`config.mk`:
```
export PLATFORM = sky130hd
export DESIGN_NAME = rbd_cmd_fifo
export DESIGN_NICKNAME = d
export VERILOG_FILES = /design/src/hdl/rbd_pkg.sv /design/src/hdl/rbd_cmd_fifo.sv
export SDC_FILE = /design/constraint.sdc
export NUM_CORES = 1
export LEC_CHECK = 0
export BUFFER_PORTS_ARGS = -buffer_cell sky130_fd_sc_hd__buf_2
export CAP_MARGIN = 20
export CORE_UTILIZATION = 50
export CTS_CLUSTER_DIAMETER = 150
export DETAILED_ROUTE_END_ITERATION = 16
export PLACE_DENSITY = 0.71
export SYNTH_ARGS = -nofsm -noshare
export SYNTH_HDL_FRONTEND = slang
export SYNTH_SLANG_ARGS = --single-unit
```
`constraint.sdc`:
```
create_clock -name clk -period 3.3 [get_ports clk]
set_clock_uncertainty 0.2 [all_clocks]
set_input_delay 0.33 -clock clk [delete_from_list [all_inputs] [get_ports clk]]
set_output_delay 0.33 -clock clk [all_outputs]
set_load 0.005 [all_outputs]
```
`src/hdl/rbd_pkg.sv`:
```
`default_nettype none

package rbd_pkg;

  localparam int MAX_WIDTH_DEF = 4096;
  localparam int DIM_W = 13;
  localparam int CH_W = 8;
  localparam int SUM_W = CH_W + 1;
  localparam int NUM_CH = 4;
  localparam int QUEUE_DEPTH = 4;
  localparam int CFG_IDX_W = 1;
  localparam int CFG_DATA_W = DIM_W;

  localparam logic [DIM_W-1:0] DIM_RESET = DIM_W'(4096);

  localparam logic [CFG_IDX_W-1:0] REG_IMAGE_WIDTH = 1'b0;
  localparam logic [CFG_IDX_W-1:0] REG_IMAGE_HEIGHT = 1'b1;

  typedef enum logic {
    CMD_STORE,
    CMD_BLEND
  } cmd_kind_t;

  typedef struct packed {
    cmd_kind_t kind;
    logic [DIM_W-1:0] col;
    logic [NUM_CH-1:0][SUM_W-1:0] sums;
    logic done;
  } cmd_t;

endpackage

`default_nettype wire

```
`src/hdl/rbd_cmd_fifo.sv`:
```
`default_nettype none

module rbd_cmd_fifo (
  input  wire logic          clk,
  input  wire logic          rst_n,
  input  wire logic          push,
  input  wire rbd_pkg::cmd_t push_cmd,
  input  wire logic          pop,
  output rbd_pkg::cmd_t      head,
  output logic               empty,
  output logic               full
);
  import rbd_pkg::*;

  localparam int PTR_W = $clog2(QUEUE_DEPTH);

  cmd_t slot_r [QUEUE_DEPTH];
  logic [PTR_W-1:0] wr_ptr_r, wr_ptr_nxt;
  logic [PTR_W-1:0] rd_ptr_r, rd_ptr_nxt;
  logic [PTR_W:0] count_r, count_nxt;
  logic do_push, do_pop;

  assign empty = (count_r == '0);
  assign full = (count_r == (PTR_W+1)'(QUEUE_DEPTH));
  assign head = slot_r[rd_ptr_r];
  assign do_push = push && !full;
  assign do_pop = pop && !empty;

  always_comb begin
    wr_ptr_nxt = do_push ? wr_ptr_r + 1'b1 : wr_ptr_r;
    rd_ptr_nxt = do_pop ? rd_ptr_r + 1'b1 : rd_ptr_r;
    count_nxt = count_r;
    if (do_push && !do_pop) begin
      count_nxt = count_r + 1'b1;
    end else if (do_pop && !do_push) begin
      count_nxt = count_r - 1'b1;
    end
  end

  always_ff @(posedge clk) begin
    if (do_push) begin
      slot_r[wr_ptr_r] <= push_cmd;
    end
  end

  always_ff @(posedge clk) begin
    if (!rst_n) begin
      wr_ptr_r <= '0;
      rd_ptr_r <= '0;
      count_r <= '0;
    end else begin
      wr_ptr_r <= wr_ptr_nxt;
      rd_ptr_r <= rd_ptr_nxt;
      count_r <= count_nxt;
    end
  end

endmodule

`default_nettype wire

```
==> results.txt <==
- Data on the critical path is required at its endpoint by 2.77 ns.
* Switching share of total power: 24.1%
* Post-synthesis compound-gate area fraction: 0.427%
- Fin. max-slew vios: 0
- Number of buffers inserted during clock tree synthesis: 22
- Period utilisation layout: 81.4%
- Slew at the pin closest to its max-slew limit: 0.483 ns
* First-pass detailed-route iteration total: 4
* WL per Instance: 19.2 µm
- Maximum fanout count along the critical path: 23
- The first global-routing pass estimated 21.9 mm of wire.
- Type of the worst min-delay path: in2reg
- On the worst path, the slowest cell contributes a delay of 0.66 ns.
- Adder and majority gate portion of the synthesized area: 1.04%
- Routability congestion estimate: 0.686
- Sum of negative setup slack: 0 ns
* Gate power share: 20.5%
- Clock tree synthesis found a total of 213 sinks.
* Crit-path cells: buf_4, mux4_2, buf_2
* Final critical path time including I/O delays and setup: 2.69 ns
- CTS built an H-tree with a depth of 1.
- Cells with a size suffix above 1 make up 40.4% of the layout.
* Syn-to-layout area delta: 25.5%
- TritonCTS built the clock tree.
- Using the TritonRoute via totals, the vias-per-cell ratio works out to 5.20.
- Starting Density: 51.6%
- Static timing analysis puts the maximum clock frequency at 372 MHz.
- The run finished with clean final reports.
- Cell internal power was estimated by the tool at 0.00560 W.
- Endpoint arrival time on the critical path: 2.16 ns
- Clk_lat worst skew: 0.49 ns
- The net count of the finished layout is 552.
* Seq pwr share: 47.0%
* Vertical die dimension: 128 µm
- In this run the power spent charging and discharging nets is 0.00178 W.
- Startpoint of the worst register-to-register path: count_r[0]
- After synthesis, the largest family of logic cells by area is multiplexers.
- Number of antenna violations at the first check in global routing: 0
- Input and output buffers added on the ports amount to 107.
- Total track usage: 17.8%
* Register bit total from synthesis: 213
* Total setup violations reported at the end of the flow: 0
* Dpl cell area: 0.00869 mm²
- The startpoint identified for the worst hold timing path is pop.
* Seq/Total Area, Yosys: 79.7%
- Measured on the finished design, the core utilization comes to 64.8%.
* Hold Crit Depth: 4
* Syn_nets: 376
* Aggregate routed wire length: 13.8 mm
* Multiplexer share of the synthesized area: 15.0%
- Die width: 128 µm
- The floorplan step defined a die boundary enclosing 0.0163 mm².
- Leakage Power: 3.40 nW
* Total overflow reported by the global router: 0
- Root Buffer: sky130_fd_sc_hd__clkbuf_16
* Worst-case clock buffer depth: 3
- The setup path with the least slack is of type reg2out.
* RSZ-0062 raised after global routing: no
- Final design instance area without fill: 0.00992 mm²
* Slew HR: 67.8%
- Entering global routing, the biggest net connects 47 pins.
- The number of antenna diodes in the final layout is 0.
- Placed wire-length estimate after detailed placement: 7.68 mm
* Highest-delay cell along the critical path: sky130_fd_sc_hd__dfxtp_4
* XOR/XNOR share of the synthesized area: 0.443%
- DRC viols: 0
- Post-CTS clock slew at the launch and capture registers of the worst setup and hold paths: 0.06 ns
* Clock Power Share: 32.5%
- The final route contains 3731 vias.
* Synth Area in Simple Gates: 1.28%
- Number of nets still failing antenna checks after routing: 0
- Cell area after synthesis: 0.00791 mm²
- Power Density: 743 mW/mm²
- The number of cells on the worst reg-to-reg path is 8.
- Category of the worst setup path launch point: flop
- Total core area: 0.0153 mm²
- Mean Syn Cell Area: 25.1 µm²
* Number of logic stages on the critical path including buffering: 3
* Number of standard cells after synthesis: 315
* Nature of the critical path endpoint: primary output
* Final hold violation count: 0
* Syn. warnings: 0
- Kind of cell adding the most delay to the critical path: flip-flops
- Number of distinct standard cells referenced by the synthesized netlist: 25
- Number of DRC markers after the initial detailed-route iteration: 232
- IO Count: 108
- Max Cap Violations: 0
* Buffer and inverter count on the worst path: 2
- Across the VDD grid, the largest voltage drop is 0.000512 V.
- Vias in the first global route: 4112
- The initialized floorplan defines 45 standard-cell rows.
==> power by group through the flow <==
stage                     registers [W]  clock network (W)  logic [W]
after floorplan                 0.00341                  0    0.00110
after global placement          0.00351                  0    0.00148
after detailed placement        0.00353                  0    0.00149
after CTS                       0.00348            0.00245    0.00155
after global routing            0.00351            0.00256    0.00164
final                           0.00347            0.00240    0.00151
==> metal layers <==
layer	wire length (µm)	track usage, %	part of all wire, %	vias up
met5	0	0	0	-
met1	5860	22.7	43	1927
li1	-	-	-	1684
met2	7040	31.1	51	98
met3	647	3.96	4.7	22
met4	225	4.64	1.6	0
==> cell usage after synthesis <==
cell type,number,area share [%]
sky130_fd_sc_hd__inv_1,3,0.14
sky130_fd_sc_hd__a21boi_0,1,0.095
sky130_fd_sc_hd__fa_1,1,0.25
sky130_fd_sc_hd__mux4_1,1,0.33
sky130_fd_sc_hd__o31ai_2,1,0.16
sky130_fd_sc_hd__nor3b_2,1,0.16
sky130_fd_sc_hd__mux4_2,50,14
sky130_fd_sc_hd__nor2b_1,2,0.16
sky130_fd_sc_hd__nand2_1,4,0.19
sky130_fd_sc_hd__nor3_1,1,0.063
sky130_fd_sc_hd__buf_1,1,0.047
sky130_fd_sc_hd__dfxtp_1,9,2.3
sky130_fd_sc_hd__and2_1,8,0.63
sky130_fd_sc_hd__clkbuf_1,1,0.047
sky130_fd_sc_hd__buf_12,5,1.3
sky130_fd_sc_hd__ha_1,5,0.79
sky130_fd_sc_hd__o21ai_0,1,0.063
sky130_fd_sc_hd__buf_6,2,0.28
sky130_fd_sc_hd__o311ai_1,1,0.11
sky130_fd_sc_hd__buf_2,5,0.32
sky130_fd_sc_hd__or3_1,1,0.079
sky130_fd_sc_hd__edfxtp_1,204,77
sky130_fd_sc_hd__xnor2_1,3,0.33
sky130_fd_sc_hd__mux2i_1,3,0.38
sky130_fd_sc_hd__xor2_1,1,0.11
==> what timing repair did <==
item,4_1_cts,5_1_grt
gates resized for setup,0,0
endpoints found under the hold margin,213,0
setup buffers,0,0
hold buffers,52,0
==> worst reg2reg max path, cell delays in order, from the launching register on <==
cell and delay (ns):
sky130_fd_sc_hd__dfxtp_1 0.50, sky130_fd_sc_hd__nor3b_2 0.11, sky130_fd_sc_hd__nor2b_1 0.41, sky130_fd_sc_hd__ha_1 0.28
sky130_fd_sc_hd__inv_1 0.07, sky130_fd_sc_hd__fa_1 0.39, sky130_fd_sc_hd__xor2_1 0.16, sky130_fd_sc_hd__or3_1 0.30
sky130_fd_sc_hd__a21boi_0 0.16
==> stage by stage <==
step | hold slack (ns) | worst slack, ns | total power [W] | cells
2_1_floorplan | 0.229 | 0.653 | 0.00451 | 315
3_3_place_gp | 0.278 | 0.854 | 0.00499 | 626
3_5_place_dp | 0.296 | 0.695 | 0.00502 | 626
4_1_cts | 0.0687 | 0.528 | 0.00747 | 718
5_1_grt | 0.0784 | 0.437 | 0.00771 | 718
6_report | 0.0901 | 0.613 | 0.00738 | 718
==> cell type report <==
type / instances / area (µm²)
inverter: 3 / 11.3
fill: 1081 / 5390
clock buffer: 28 / 604
timing repair buffer: 166 / 1180
sequential: 213 / 6310
multi-input combinational: 85 / 1440
tap: 211 / 264
clock inverter: 12 / 110
==> cells in the final DEF, fill, tap and decap left out, drive strengths merged, types with 2 or more instances in the layout <==
cell         count
edfxtp         204
mux2i            3
mux4            51
nand2            4
dlygate4sd3     52
inv              3
clkbuf          28
xnor2            3
buf            114
ha               5
clkinv          10
dfxtp            9
and2             8
nor2b            2
bufinv           2
==> sequential cells by signal, summed over array words and instances, names as in the netlist, named ones only <==
signal,count
slot_r,204
wr_ptr_r,2
rd_ptr_r,2
count_r,3
==> worst paths after layout <==
path                               endpoint  slack, ns
worst min register to register  wr_ptr_r[1]       0.31
worst max-delay path               head[41]       0.61
worst max register to register   count_r[2]       0.66
worst min-delay path                   flop       0.09
==> kinds of logic after synthesis <==
family / Yosys count
DFF: 213
muxes: 54
buffers and inverters: 17
and+or+nand+nor: 17
adders and majority gates: 6
AOI/OAI and AO/OA: 4
xor gates and xnor gates: 4
No activity file was read; power rests on OpenSTA's default activity.
