===== config.mk =====
export PLATFORM = sky130hd
export DESIGN_NAME = rbd_front_flat
export DESIGN_NICKNAME = d
export VERILOG_FILES = /design/src/hdl/rbd_pkg.sv /design/src/hdl/rbd_stream_if.sv /design/src/hdl/rbd_front.sv /design/src/flat_wrapper.sv
export SDC_FILE = /design/constraint.sdc
export NUM_CORES = 1
export LEC_CHECK = 0
export ABC_AREA = 1
export BUFFER_PORTS_ARGS = -buffer_cell sky130_fd_sc_hd__buf_2
export CAP_MARGIN = 0
export CORE_UTILIZATION = 55
export CTS_BUF_LIST = sky130_fd_sc_hd__clkbuf_8
export CTS_CLUSTER_DIAMETER = 50
export DETAILED_ROUTE_END_ITERATION = 10
export GPL_TIMING_DRIVEN = 0
export HOLD_SLACK_MARGIN = 0.03
export PLACE_DENSITY = 0.82
export SYNTH_ARGS = -nofsm -noshare
export SYNTH_HDL_FRONTEND = slang
export SYNTH_SLANG_ARGS = --single-unit

===== constraint.sdc =====
create_clock -name clk -period 6.6 [get_ports clk]
set_clock_uncertainty 0.05 [all_clocks]
set_input_delay 0.66 -clock clk [delete_from_list [all_inputs] [get_ports clk]]
set_output_delay 0.66 -clock clk [all_outputs]
set_load 0.05 [all_outputs]

===== src/hdl/rbd_pkg.sv =====
`default_nettype none

package rbd_pkg;

  localparam int MAX_WIDTH_DEF = 4096;
  localparam int DIM_W = 13;
  localparam int CH_W = 8;
  localparam int SUM_W = CH_W + 1;
  localparam int NUM_CH = 4;
  localparam int QUEUE_DEPTH = 4;
  localparam int CFG_IDX_W = 1;
  localparam int CFG_DATA_W = DIM_W;

  localparam logic [DIM_W-1:0] DIM_RESET = DIM_W'(4096);

  localparam logic [CFG_IDX_W-1:0] REG_IMAGE_WIDTH = 1'b0;
  localparam logic [CFG_IDX_W-1:0] REG_IMAGE_HEIGHT = 1'b1;

  typedef enum logic {
    CMD_STORE,
    CMD_BLEND
  } cmd_kind_t;

  typedef struct packed {
    cmd_kind_t kind;
    logic [DIM_W-1:0] col;
    logic [NUM_CH-1:0][SUM_W-1:0] sums;
    logic done;
  } cmd_t;

endpackage

`default_nettype wire


===== src/hdl/rbd_stream_if.sv =====
`default_nettype none

interface rbd_in_if;
  import rbd_pkg::*;

  logic valid;
  logic ready;
  logic [CH_W-1:0] in_red;
  logic [CH_W-1:0] in_green;
  logic [CH_W-1:0] in_blue;
  logic [CH_W-1:0] in_alpha;

  modport source (output valid, in_red, in_green, in_blue, in_alpha, input ready);
  modport sink (input valid, in_red, in_green, in_blue, in_alpha, output ready);
endinterface


`default_nettype wire


===== src/hdl/rbd_front.sv =====
`default_nettype none

module rbd_front #(
  parameter int MAX_WIDTH = rbd_pkg::MAX_WIDTH_DEF
) (
  input  wire logic                           clk,
  input  wire logic                           rst_n,
  input  wire logic                           cfg_we,
  input  wire logic [rbd_pkg::CFG_IDX_W-1:0]  cfg_idx,
  input  wire logic [rbd_pkg::CFG_DATA_W-1:0] cfg_data,
  rbd_in_if.sink                              in_pix,
  input  wire logic                           q_full,
  output logic                                q_push,
  output rbd_pkg::cmd_t                       q_cmd
);
  import rbd_pkg::*;

  logic [DIM_W-1:0] width_r, width_nxt;
  logic [DIM_W-1:0] height_r, height_nxt;
  logic [DIM_W-1:0] col_r, col_nxt;
  logic [DIM_W-1:0] row_r, row_nxt;
  logic [NUM_CH-1:0][CH_W-1:0] left_r, left_nxt;

  logic [NUM_CH-1:0][CH_W-1:0] pix;
  logic [DIM_W-1:0] w_eff, h_eff, w_even, h_even;
  logic [DIM_W:0] col_inc, row_inc;
  logic accept, closes_block;

  assign pix = {in_pix.in_alpha, in_pix.in_blue, in_pix.in_green, in_pix.in_red};
  assign in_pix.ready = !q_full;
  assign accept = in_pix.valid && !q_full;

  always_comb begin
    if (width_r == '0) begin
      w_eff = DIM_W'(1);
    end else if (32'(width_r) > 32'(MAX_WIDTH)) begin
      w_eff = DIM_W'(MAX_WIDTH);
    end else begin
      w_eff = width_r;
    end
    h_eff = (height_r == '0) ? DIM_W'(1) : height_r;
    w_even = {w_eff[DIM_W-1:1], 1'b0};
    h_even = {h_eff[DIM_W-1:1], 1'b0};
    closes_block = col_r[0] && (col_r < w_even) && (row_r < h_even);
  end

  always_comb begin
    q_cmd.kind = row_r[0] ? CMD_BLEND : CMD_STORE;
    q_cmd.col = {1'b0, col_r[DIM_W-1:1]};
    for (int i = 0; i < NUM_CH; i++) begin
      q_cmd.sums[i] = {1'b0, left_r[i]} + {1'b0, pix[i]};
    end
    q_cmd.done = (col_r[DIM_W-1:1] == w_eff[DIM_W-1:1] - 1'b1) &&
                 (row_r[DIM_W-1:1] == h_eff[DIM_W-1:1] - 1'b1);
    q_push = accept && closes_block;
  end

  always_comb begin
    width_nxt = width_r;
    height_nxt = height_r;
    if (cfg_we) begin
      unique case (cfg_idx)
        REG_IMAGE_WIDTH: width_nxt = cfg_data;
        REG_IMAGE_HEIGHT: height_nxt = cfg_data;
      endcase
    end
  end

  always_comb begin
    col_nxt = col_r;
    row_nxt = row_r;
    left_nxt = left_r;
    col_inc = {1'b0, col_r} + 1'b1;
    row_inc = {1'b0, row_r} + 1'b1;
    if (accept) begin
      if (!col_r[0]) begin
        left_nxt = pix;
      end
      if (col_inc >= {1'b0, w_eff}) begin
        col_nxt = '0;
        row_nxt = (row_inc >= {1'b0, h_eff}) ? '0 : row_inc[DIM_W-1:0];
      end else begin
        col_nxt = col_inc[DIM_W-1:0];
      end
    end
  end

  always_ff @(posedge clk) begin
    if (!rst_n) begin
      width_r <= DIM_RESET;
      height_r <= DIM_RESET;
      col_r <= '0;
      row_r <= '0;
      left_r <= '0;
    end else begin
      width_r <= width_nxt;
      height_r <= height_nxt;
      col_r <= col_nxt;
      row_r <= row_nxt;
      left_r <= left_nxt;
    end
  end

endmodule

`default_nettype wire


===== src/flat_wrapper.sv =====
// flat-port wrapper written by rule: the top's interface ports become plain ports
module rbd_front_flat import rbd_pkg::*;
#(
  parameter int MAX_WIDTH = rbd_pkg::MAX_WIDTH_DEF
)
  (clk, rst_n, cfg_we, cfg_idx, cfg_data, q_full, q_push, q_cmd, in_pix_valid, in_pix_in_red, in_pix_in_green, in_pix_in_blue, in_pix_in_alpha, in_pix_ready);
  rbd_in_if in_pix_i ();
  input  wire logic clk;
  input  wire logic rst_n;
  input  wire logic cfg_we;
  input  wire logic [rbd_pkg::CFG_IDX_W-1:0] cfg_idx;
  input  wire logic [rbd_pkg::CFG_DATA_W-1:0] cfg_data;
  input  wire logic q_full;
  output logic q_push;
  output rbd_pkg::cmd_t q_cmd;
  input wire logic [$bits(in_pix_i.valid)-1:0] in_pix_valid;
  input wire logic [$bits(in_pix_i.in_red)-1:0] in_pix_in_red;
  input wire logic [$bits(in_pix_i.in_green)-1:0] in_pix_in_green;
  input wire logic [$bits(in_pix_i.in_blue)-1:0] in_pix_in_blue;
  input wire logic [$bits(in_pix_i.in_alpha)-1:0] in_pix_in_alpha;
  output wire logic [$bits(in_pix_i.ready)-1:0] in_pix_ready;
  assign in_pix_i.valid = in_pix_valid;
  assign in_pix_i.in_red = in_pix_in_red;
  assign in_pix_i.in_green = in_pix_in_green;
  assign in_pix_i.in_blue = in_pix_in_blue;
  assign in_pix_i.in_alpha = in_pix_in_alpha;
  assign in_pix_ready = in_pix_i.ready;
  rbd_front #(.MAX_WIDTH(MAX_WIDTH)) u_core (.clk(clk), .rst_n(rst_n), .cfg_we(cfg_we), .cfg_idx(cfg_idx), .cfg_data(cfg_data), .in_pix(in_pix_i), .q_full(q_full), .q_push(q_push), .q_cmd(q_cmd));
endmodule

==> out/metrics.cfg, run 1 <==
[status]
status=complete, no violations

[finish]
final_area_mm2=0.00777
final_cell_count_no_fill=1268
n_fill_cell=1144
drive_gt1_share_pct=15.9
final_nets=1236
syn_to_final_growth_pct=13.1
n_antenna_cell=0
final_util_pct=64.2

[power]
ir_worst_vdd_uv=105
swShare_pct=39.7
p_leak_uw=0.00394
p_per_area_mw_per_mm2=171
p_switching_uw=528
power.internal_uw=802
share_comb_of_total_power_pct=32.0
p_seq_share_pct=41.1
pwr-share-clk_pct=26.8

[timing]
clock.fmax_mhz=255
rsz0062_at_grt=no
slew-limit-headroom_pct=54.3
hold_violations=0
slew_violations=0
fin_crit_ns=3.92
setup_viol=0
setup-tns-final_ns=0
timing.final.crit_share_pct=59.5
worst_pin_slew_ns=0.686
hold_ws_ns=0.421

[synth]
synth.top_cell.area_share_pct=24.5
synth_cells=982
yosysWarnings=0
synth.area.top_cells=dfxtp_1, ha_1, nand2_1, a21oi_1, xor2_1
synth-simple-area-share_pct=25.1
synth_top_area_cell=dfxtp_1
synth-adder-area-share_pct=16.8
synth_compound_area_share_pct=14.9
async_reset_ff_share_pct=0
syn-cell-area_mm2=0.00687
synthMuxAreaShare_pct=0
synth-xor-area-share_pct=8.54
yosysSeqAreaShare_pct=24.5
synth_cell_type_count=46
synth_top_family_by_area=simple AND/OR/NAND/NOR gates
synth-seq-cells=84
synth_flop_cell=dfxtp_1
synth_edf_count=0
syn_nets=1123
avgSynthCellArea_um2=7.00

[placed_design]
place_area_mm2=0.00759
dp_cells=1252
gp_congestion=0.900
dpl.hpwl_um=13800
portBuffers=102

[floorplan]
io-pin-count=104
dieHeight_um=114
core-area_mm2=0.0121
die_x_um=114
start_util_pct=56.7
die_area_mm2=0.0129
core.rowCount=40

[global_routing]
grt_pass1_wl_um=29100
grt_overflow=0
gr-usage-all-layers_pct=28.0
grt_pass1_vias=6342
grt_max_degree=15
antenna_found_initial=0

[cts]
cts_resized=0
insertion_delay_ns=0.38
cts_buffers=9
cts-root-buf=clkbuf_8
hold_buffers=0
cts_tree=done
clk_pin_slew_ns=0.09
post_cts_buffers=0
cts.sink_count=84
clock_path_buffers=2
cts-htree-levels=3

[setup_path]
worst_setup_path_start_kind=flip-flop
max_stage_delay_ns=0.45
cp.required_ns=5.89
r2r_setup_slack_ns=3.16
cp.arrival_ns=3.21
cp_max_fo=10
path_class=flip-flop to output pin
crit_family=simple AND/OR/NAND/NOR gates
critPathBufInv=3
worstSetupEndpointType=output pin
crit_path_frequent_cell=nor2_1
crit_chain=nor2_1 > nand2_1 > nor2_1 > nand2_1 > nand2_1 > buf_4 > nand2_1 > inv_1 > ha_1 > nor2_1 > o21ai_0 > nor2_1 > nand2_1 > nor2_1 > nand2_1 > nor3_1 > nand4_1 > nor2_1 > nand4_1 > nor2_1 > buf_2
cp_slowest_cell=dfxtp_1

[detailed_routing]
vias=6712
first_pass_iters=5
drc_errors=0
viasPerCell=5.29
drt_iter0_drc=449
wl_um=17600
ant_nets=0
wl_per_cell_um=13.9

[worst_hold_path]
hold_path.class=flip-flop to flip-flop

[job]
max-cap-violations=0

## registers in the layout (all words and copies together), names as in the netlist
name and flops:
u_core.left_r 32, u_core.col_r 13, u_core.height_r 13, u_core.row_r 13
u_core.width_r 13
## final timing paths
check	startpoint	end	depth (start not counted)
worst min register to register	u_core.left_r[5]$_SDFFE_PN0P_	u_core.left_r[5]$_SDFFE_PN0P_	2
worst max register to register	u_core.col_r[3]$_SDFFE_PN0P_	u_core.row_r[5]$_SDFFE_PN0P_	17
worst min-delay path	u_core.left_r[5]$_SDFFE_PN0P_	u_core.left_r[5]$_SDFFE_PN0P_	2
worst max-delay path	u_core.width_r[7]$_SDFFE_PN0P_	q_cmd[0]	21
## worst min-delay path, cell delays in order, from the launching register on
cell and delay (ns):
dfxtp_1 0.32, nand2_1 0.06, a21oi_1 0.05
## synthesized netlist by cell type (2+ instances only)
master / instances
nor2_2: 10
dfxtp_1: 84
nand3_1: 66
nand4_1: 10
xnor2_1: 16
o21ai_0: 49
a21o_1: 8
a21oi_1: 106
buf_2: 4
nand2_2: 5
nor4_1: 2
nor3_1: 9
inv_1: 110
inv_2: 5
o211ai_1: 5
o21a_1: 2
clkbuf_1: 22
nor3_2: 4
nand2_1: 196
a21oi_2: 2
nand3b_1: 4
nor2_4: 2
ha_1: 86
nor2_1: 78
xor2_1: 51
buf_4: 19
o21bai_1: 3
fa_1: 4
o2111ai_1: 3
## power by group through the flow
stage / logic (uW) / clock network (uW) / registers (uW)
detailed placement: 422 / 0 / 558
global placement: 415 / 0 / 557
global route: 466 / 380 / 549
finish: 426 / 357 / 547
floorplan: 321 / 0 / 552
CTS: 424 / 361 / 546
## stage by stage
stage	setup slack (ns)	power (uW)
floorplan	3.24	874
global placement	3.16	972
detailed placement	3.12	980
CTS	2.69	1330
global route	2.33	1400
finish	2.68	1330
## layout by cell type (no fill, tap or decap), types with 4 or more instances in the layout
cell type  synthesis  layout
nand2_1          196     196
inv_1            110     112
a21oi_1          106     106
buf_2              4     106
ha_1              86      86
dfxtp_1           84      84
nor2_1            78      78
nand3_1           66      66
xor2_1            51      51
o21ai_0           49      49
clkbuf_1          22      22
buf_4             19      19
xnor2_1           16      16
nand4_1           10      10
nor2_2            10      10
clkbuf_8           0      10
nor3_1             9       9
a21o_1             8       8
inv_2              5       5
nand2_2            5       5
o211ai_1           5       5
nor3_2             4       4
nand3b_1           4       4
fa_1               4       4
## layout make-up
class | count | area, um2 | area share [%]
multi-input combinational | 735 | 4500 | 57.8
sequential | 84 | 1680 | 21.6
clock inverter | 6 | 40.0 | 0.515
timing repair buffer | 102 | 510 | 6.57
tap | 168 | 210 | 2.70
clock buffer | 10 | 138 | 1.77
inverter | 116 | 435 | 5.60
buffer | 47 | 260 | 3.35
## logic make-up after synthesis
kind of cell / Yosys count
xor+xnor: 67
buf+inv: 163
other cells: 1
compound gates: 186
simple gates: 391
flops: 84
fa+ha+maj: 90
## per-layer routing
metal | wire (um) | share of wire (%) | GRT usage, %
met1 | 8140 | 46 | 36.1
met2 | 8200 | 46 | 47.7
met3 | 967 | 5.5 | 5.37
met4 | 331 | 1.9 | 8.23
met5 | 0 | 0 | 0
Note: power is estimated with default switching activity, not from simulation.
==> inputs of run 2 (changes only) <==
- clock period: 6.6 -> 3.8 ns (I/O delays scaled with it)
==> out/metrics.cfg, run 2 (same netlist as run 1, synthesis figures left out) <==
[detailed_routing]
first_pass_iters=5  ; unchanged
ant_nets=0  ; unchanged
viasPerCell=5.28  ; -0.22%
vias=6697  ; -0.22%
drt_iter0_drc=392  ; -13%
drc_errors=0  ; unchanged
wl_um=17600  ; -0.22%
wl_per_cell_um=13.9  ; -0.22%

[setup_path]
crit_path_frequent_cell=nand2_1
critPathLaunch=u_core.width_r[6]$_SDFFE_PN0P_
worst_setup_path_start_kind=flip-flop
cp.required_ns=3.37  ; -2.52 ns
rr_endpoint=u_core.row_r[5]$_SDFFE_PN0P_
cp.arrival_ns=3.09  ; -0.12 ns
critPathBufInv=2  ; -1
crit_chain=nor2_1 > nand2_1 > nor2_1 > nand2_1 > nand2_2 > buf_6 > nand2_1 > ha_1 > nand2_1 > nand3_1 > nor2_1 > nand2_1 > nor2_1 > nand2_1 > nor3_2 > nand4_1 > nor2_2 > nand4_1 > nor2_1 > buf_6
crit_family=simple AND/OR/NAND/NOR gates
max_stage_delay_ns=0.36  ; -0.09 ns
reg2reg_from=u_core.col_r[3]$_SDFFE_PN0P_
cp_slowest_cell=dfxtp_1
worstSetupEndpointType=output pin
r2r_setup_slack_ns=0.36  ; -2.80 ns
path_class=flip-flop to output pin
cp_max_fo=10  ; unchanged
worstRegToRegCells=17  ; unchanged

[timing]
slew_violations=0  ; unchanged
hold_violations=0  ; unchanged
slew-limit-headroom_pct=54.3  ; about the same
fin_crit_ns=3.52
setup_viol=0  ; unchanged
worst_slack_ns=0.281  ; -2.39 ns
timing.final.crit_share_pct=92.6
clock.fmax_mhz=284
worst_pin_slew_ns=0.686  ; +0.000510 ns

[global_routing]
gr-usage-all-layers_pct=28.0  ; unchanged
grtUsageMet2_pct=47.7  ; unchanged
top_usage_layer=met2
antenna_found_initial=0  ; unchanged
grt_max_degree=15  ; unchanged
grtUsageMet1_pct=36.1  ; unchanged
grt_pass1_wl_um=29100  ; unchanged
met3_usage_pct=5.37  ; unchanged
grt_pass1_vias=6342  ; unchanged
grt_overflow=0  ; unchanged

[finish]
final_cell_mix=nand2_1, inv_1, a21oi_1
syn_to_final_growth_pct=13.4
n_antenna_cell=0  ; unchanged
drive_gt1_share_pct=16.4  ; +0.45 points
regMostFlops=u_core.left_r
largest_reg_flops=32  ; unchanged
final_common_cell=nand2_1
final_nets=1236  ; unchanged

[power]
p_leak_uw=0.00394  ; about the same
total_power_uw=2320  ; +74%
p_per_area_mw_per_mm2=297  ; +74%
ir_worst_vdd_uv=182  ; +74%

[worst_hold_path]
hold_path.class=input port to flip-flop
hold-path-endpoint=u_core.width_r[0]$_SDFFE_PN0P_
hold_start=cfg_data[0]
hold_path_depth=3  ; +1

[floorplan]
die_x_um=114  ; unchanged
start_util_pct=56.7  ; unchanged
core-area_mm2=0.0121  ; unchanged
dieHeight_um=114  ; unchanged
core.rowCount=40  ; unchanged
io-pin-count=104  ; unchanged
die_area_mm2=0.0129  ; unchanged

[placed_design]
gp_congestion=0.900  ; unchanged
dpl.hpwl_um=13800  ; unchanged
portBuffers=102  ; unchanged
pre_cts_ws_ns=0.452  ; -2.67 ns

[status]
status=complete, no violations

[cts]
clock_path_buffers=2  ; unchanged
cts-root-buf=clkbuf_8
cts-htree-levels=3  ; unchanged
cts_tree=done
cts.sink_count=84  ; unchanged
clk_pin_slew_ns=0.09  ; about the same
insertion_delay_ns=0.38  ; about the same
cts_buffers=9  ; unchanged

[job]
max-cap-violations=0  ; unchanged

## run 2: cell type report
class / count / area, um2
Fill cell: 1141 / 4320
Tap cell: 168 / 210
Clock buffer: 10 / 138
Clock inverter: 6 / 40.0
Sequential cell: 84 / 1680
Multi-Input combinational cell: 735 / 4510
Buffer: 47 / 264
Timing Repair Buffer: 102 / 517
Inverter: 116 / 435
## run 2: worst register-to-register path, cell delays in order, from the launching register on
cell	delay, ns
dfxtp_1	0.52
inv_1	0.15
nor2_1	0.25
inv_1	0.11
nor3_2	0.19
nand2_1	0.13
nor2_1	0.13
xor2_1	0.15
inv_1	0.07
ha_1	0.33
a21o_1	0.19
a21oi_1	0.12
o211ai_1	0.09
nand3b_1	0.22
nand2_2	0.17
buf_2	0.27
nand2_1	0.09
a21oi_1	0.15
## run 2: timing repair
action / 4_1_cts / 5_1_grt
hold buffers: 0 / 0
setup endpoints to repair: 0 / 1
endpoints found under the hold margin: 0 / 0
resized for setup: 0 / 9
setup buffers: 0 / 0
## run 2: power by group
| group | internal [uW] | total, uW | leakage, uW | switching [uW] |
|---|---|---|---|---|
| Sequential | 918 | 951 | 0.000687 | 32.6 |
| Clock | 256 | 621 | 0.0000919 | 365 |
| Combinational | 220 | 743 | 0.00317 | 523 |
| Total | 1390 | 2320 | 0.00394 | 921 |
## run 2: metal layers
layer	routed length, um	vias to the layer above
met5	0	-
met2	8160	185
met1	8120	3054
met4	323	0
li1	-	3433
met3	993	25
## run 2: how the worst max path moves through the flow
stage / end / slack [ns] / cells past startpoint
detailed placement: u_core.row_r[5]$_SDFFE_PN0P_ / 0.45 / 17
global placement: u_core.row_r[11]$_SDFFE_PN0P_ / 0.50 / 17
floorplan: q_push / 0.72 / 15
finish: q_cmd[0] / 0.28 / 20
CTS: q_cmd[0] / 0.17 / 20
global route: q_cmd[0] / -0.002 / 21
## run 2: metrics by stage
step | utilization (%) | hold WS, ns | area, um2 | setup TNS [ns] | cells
6_report | 64.3 | 0.201 | 7790 | 0 | 1268
5_1_grt | 64.3 | 0.208 | 7790 | -0.00175 | 1268
4_1_cts | 64.2 | 0.193 | 7770 | 0 | 1268
3_5_place_dp | 62.7 | 0.410 | 7590 | 0 | 1252
3_3_place_gp | 62.7 | 0.404 | 7590 | 0 | 1252
2_1_floorplan | - | 0.393 | 6870 | 0 | 982
==> inputs of run 3 (changes only) <==
- ABC_AREA: 1 -> not set
- CORE_MARGIN: not set -> 10
- CORE_UTILIZATION: 55 -> 35
- PLACE_DENSITY: 0.82 -> 0.58
==> out/metrics.cfg, run 3 <==
[finish]
final_nets=1154  ; -6.6%
n_fill_cell=2070  ; +81%
syn_to_final_growth_pct=15.9
final_cell_count_no_fill=1285  ; +1.3%
final_common_cell=nand2_1
multiInputGateArea_mm2=0.00492  ; +9.2%
final_cell_mix=nand2_1, buf_2, ha_1
regArea_mm2=0.00168  ; about the same
drive_gt1_share_pct=17.5  ; +1.1 points
largest_reg_flops=32  ; unchanged
regMostFlops=u_core.left_r
final_area_mm2=0.00811  ; +4.1%

[global_routing]
antenna_found_initial=6  ; +6
grt_pass1_wl_um=32600  ; +12%
gr-usage-all-layers_pct=15.3  ; -13 points
grt_overflow=0  ; unchanged
grt_pass1_vias=6357  ; +0.24%
grt_max_degree=15  ; unchanged

[timing]
slew_violations=0  ; unchanged
setup_viol=0  ; unchanged
hold_violations=0  ; unchanged
worst_pin_slew_ns=0.723  ; +0.0366 ns
fin_crit_ns=3.58  ; +0.0638 ns
timing.final.crit_share_pct=94.3  ; +1.7 points
clock.fmax_mhz=279  ; -1.8%
slew-limit-headroom_pct=50.6  ; -3.7 points

[power]
p_per_area_mw_per_mm2=278  ; -6.3%
p_leak_uw=0.00357  ; -9.4%
total_power_uw=2260  ; -2.5%
ir_worst_vdd_uv=152  ; -16%

[cts]
insertion_delay_ns=0.39  ; about the same
cts-htree-levels=3  ; unchanged
cts.sink_count=84  ; unchanged
hold_buffers=0  ; unchanged
clock_path_buffers=2  ; unchanged
cts-root-buf=clkbuf_8
clk_pin_slew_ns=0.10  ; about the same
cts_buffers=9  ; unchanged
cts_tree=done

[job]
max-cap-violations=0  ; unchanged

[detailed_routing]
ant_nets=0  ; unchanged
first_pass_iters=4  ; -1
viasPerCell=5.02  ; -4.9%
vias=6452  ; -3.7%
wl_um=19900  ; +13%
wl_per_cell_um=15.5  ; +12%
drc_errors=0  ; unchanged
drt_iter0_drc=341  ; -13%

[synth]
synth_flop_cell=dfxtp_1
syn-cell-area_mm2=0.00700  ; +1.8%
synth-seq-cells=84  ; unchanged
synth_cell_type_count=66  ; +43%
synth.most_common_cell=nand2_1
yosysSeqAreaShare_pct=24.0  ; -0.44 points
synth_cells=900  ; -8.4%
synth.area.top_cells=dfxtp_1, ha_1, nand2_1, a21boi_0, xnor2_1
async_reset_ff_share_pct=0  ; unchanged
yosysWarnings=0  ; unchanged
avgSynthCellArea_um2=7.78  ; +11%
synth_edf_count=0  ; unchanged
synth_common_cells=nand2_1, ha_1, dfxtp_1, a21boi_0, a21oi_1
syn_nets=1041  ; -7.3%
synth.top_cell.area_share_pct=24.0  ; -0.44 points
synth_top_area_cell=dfxtp_1

[status]
status=complete, no violations

[worst_hold_path]
hold_path.class=input port to flip-flop
hold_start=cfg_data[9]
hold_path_depth=3  ; unchanged
hold-path-endpoint=u_core.width_r[9]$_SDFFE_PN0P_

[floorplan]
io-pin-count=104  ; unchanged
die_x_um=161  ; +42%
core-area_mm2=0.0196  ; +62%
core.rowCount=51  ; +28%
start_util_pct=35.7  ; -21 points
dieHeight_um=161  ; +42%
die_area_mm2=0.0261  ; +100%

[setup_path]
rr_endpoint=u_core.row_r[11]$_SDFFE_PN0P_
worstRegToRegCells=13  ; -4
cp_max_fo=10  ; unchanged
cp.required_ns=4.06  ; +0.69 ns
max_stage_delay_ns=0.62  ; +0.26 ns
cp_slowest_cell=or4_4
reg2reg_from=u_core.width_r[3]$_SDFFE_PN0P_
crit_chain=or4_4 > nor4_2 > a21oi_1 > nor2_1 > ha_1 > nand2b_1 > a2111oi_2 > o21ai_1 > a211o_4 > nand2_2 > buf_6 > nand2_1 > a21boi_1
crit_family=simple AND/OR/NAND/NOR gates
cp.arrival_ns=3.84  ; +0.75 ns
r2r_setup_slack_ns=0.22  ; -0.14 ns
critPathBufInv=1  ; -1
worst_setup_path_start_kind=flip-flop
worstSetupEndpointType=flip-flop
path_class=flip-flop to flip-flop

[placed_design]
dpl.hpwl_um=16100  ; +16%
dp_cells=1266  ; +1.1%
place_area_mm2=0.00784  ; +3.2%
gp_congestion=0.873  ; -3.1%
portBuffers=101  ; -0.98%

==> run 3: worst register-to-register path, cell delays in order (launching register included) <==
cell and delay, ns:
dfxtp_1 0.38, or4_4 0.62, nor4_2 0.23, a21oi_1 0.12, nor2_1 0.14, ha_1 0.24
nand2b_1 0.16, a2111oi_2 0.37, o21ai_1 0.19, a211o_4 0.42, nand2_2 0.19, buf_6 0.17
nand2_1 0.06, a21boi_1 0.16
==> run 3: kinds of logic (layout without fill, tap and decap cells) <==
family                     count (synthesis)  in the layout  synth area share [%]
AOI/OAI and AO/OA                        206            206                  19.6
xor gates and xnor gates                  70             70                  8.76
adders and majority gates                 90             90                  16.5
buffers and inverters                    102            219                  6.54
DFF                                       84             84                  24.0
muxes                                      1              1                 0.143
other                                      1              4                0.0536
and+or+nand+nor                          346            346                  24.4
==> run 3: worst max path at each step <==
| stage | startpoint | endpoint | slack (ns) | cells after the start |
|---|---|---|---|---|
| 3_3_place_gp | u_core.width_r[3]$_SDFFE_PN0P_ | u_core.row_r[8]$_SDFFE_PN0P_ | -0.15 | 12 |
| 3_5_place_dp | u_core.width_r[3]$_SDFFE_PN0P_ | u_core.row_r[4]$_SDFFE_PN0P_ | -0.11 | 12 |
| 2_1_floorplan | u_core.width_r[12]$_SDFFE_PN1P_ | q_cmd[0] | 0.14 | 13 |
| 5_1_grt | u_core.col_r[1]$_SDFFE_PN0P_ | u_core.row_r[4]$_SDFFE_PN0P_ | -0.003 | 12 |
| 6_report | u_core.width_r[3]$_SDFFE_PN0P_ | u_core.row_r[11]$_SDFFE_PN0P_ | 0.22 | 13 |
| 4_1_cts | u_core.width_r[12]$_SDFFE_PN1P_ | q_cmd[0] | -0.12 | 14 |
==> run 3: power breakdown <==
| part | switching (uW) | internal, uW |
|---|---|---|
| clock network | 371 | 254 |
| registers | 33.8 | 911 |
| logic | 463 | 225 |
| total | 868 | 1390 |
==> run 3: per-stage QoR <==
stage / hold WS [ns] / setup WS (ns) / utilization (%) / setup TNS [ns]
after global routing: 0.189 / -0.00268 / 41.4 / -0.00268
after global placement: 0.404 / -0.148 / 40.0 / -1.37
after floorplan: 0.393 / 0.143 / - / 0
after detailed placement: 0.414 / -0.108 / 40.0 / -0.874
after CTS: 0.176 / -0.121 / 41.0 / -0.121
final: 0.189 / 0.217 / 41.4 / 0
==> run 3: routing by layer <==
layer  vias up  global-route usage (%)  wire, um
li1       3351                       -         -
met3        21                    4.80      1310
met4         4                    4.34       344
met1      2928                    20.2      9740
met5         -                       0        32
met2       148                    23.3      8490
==> run 3: layout make-up <==
cell class | instances | share of cell area (%)
tap | 265 | 4.09
clock buffer | 10 | 1.70
inverter | 43 | 2.02
clock inverter | 5 | 0.463
buffer | 59 | 3.86
sequential | 84 | 20.7
antenna | 3 | 0.0925
timing repair buffer | 102 | 6.40
multi-input combinational | 714 | 60.6
==> run 3: what timing repair did <==
action / in CTS / in global routing
pin swaps: 0 / 6
cloned: 0 / 0
setup endpoints to repair: 12 / 27
gates resized for setup: 5 / 20
buffers inserted: 0 / 1
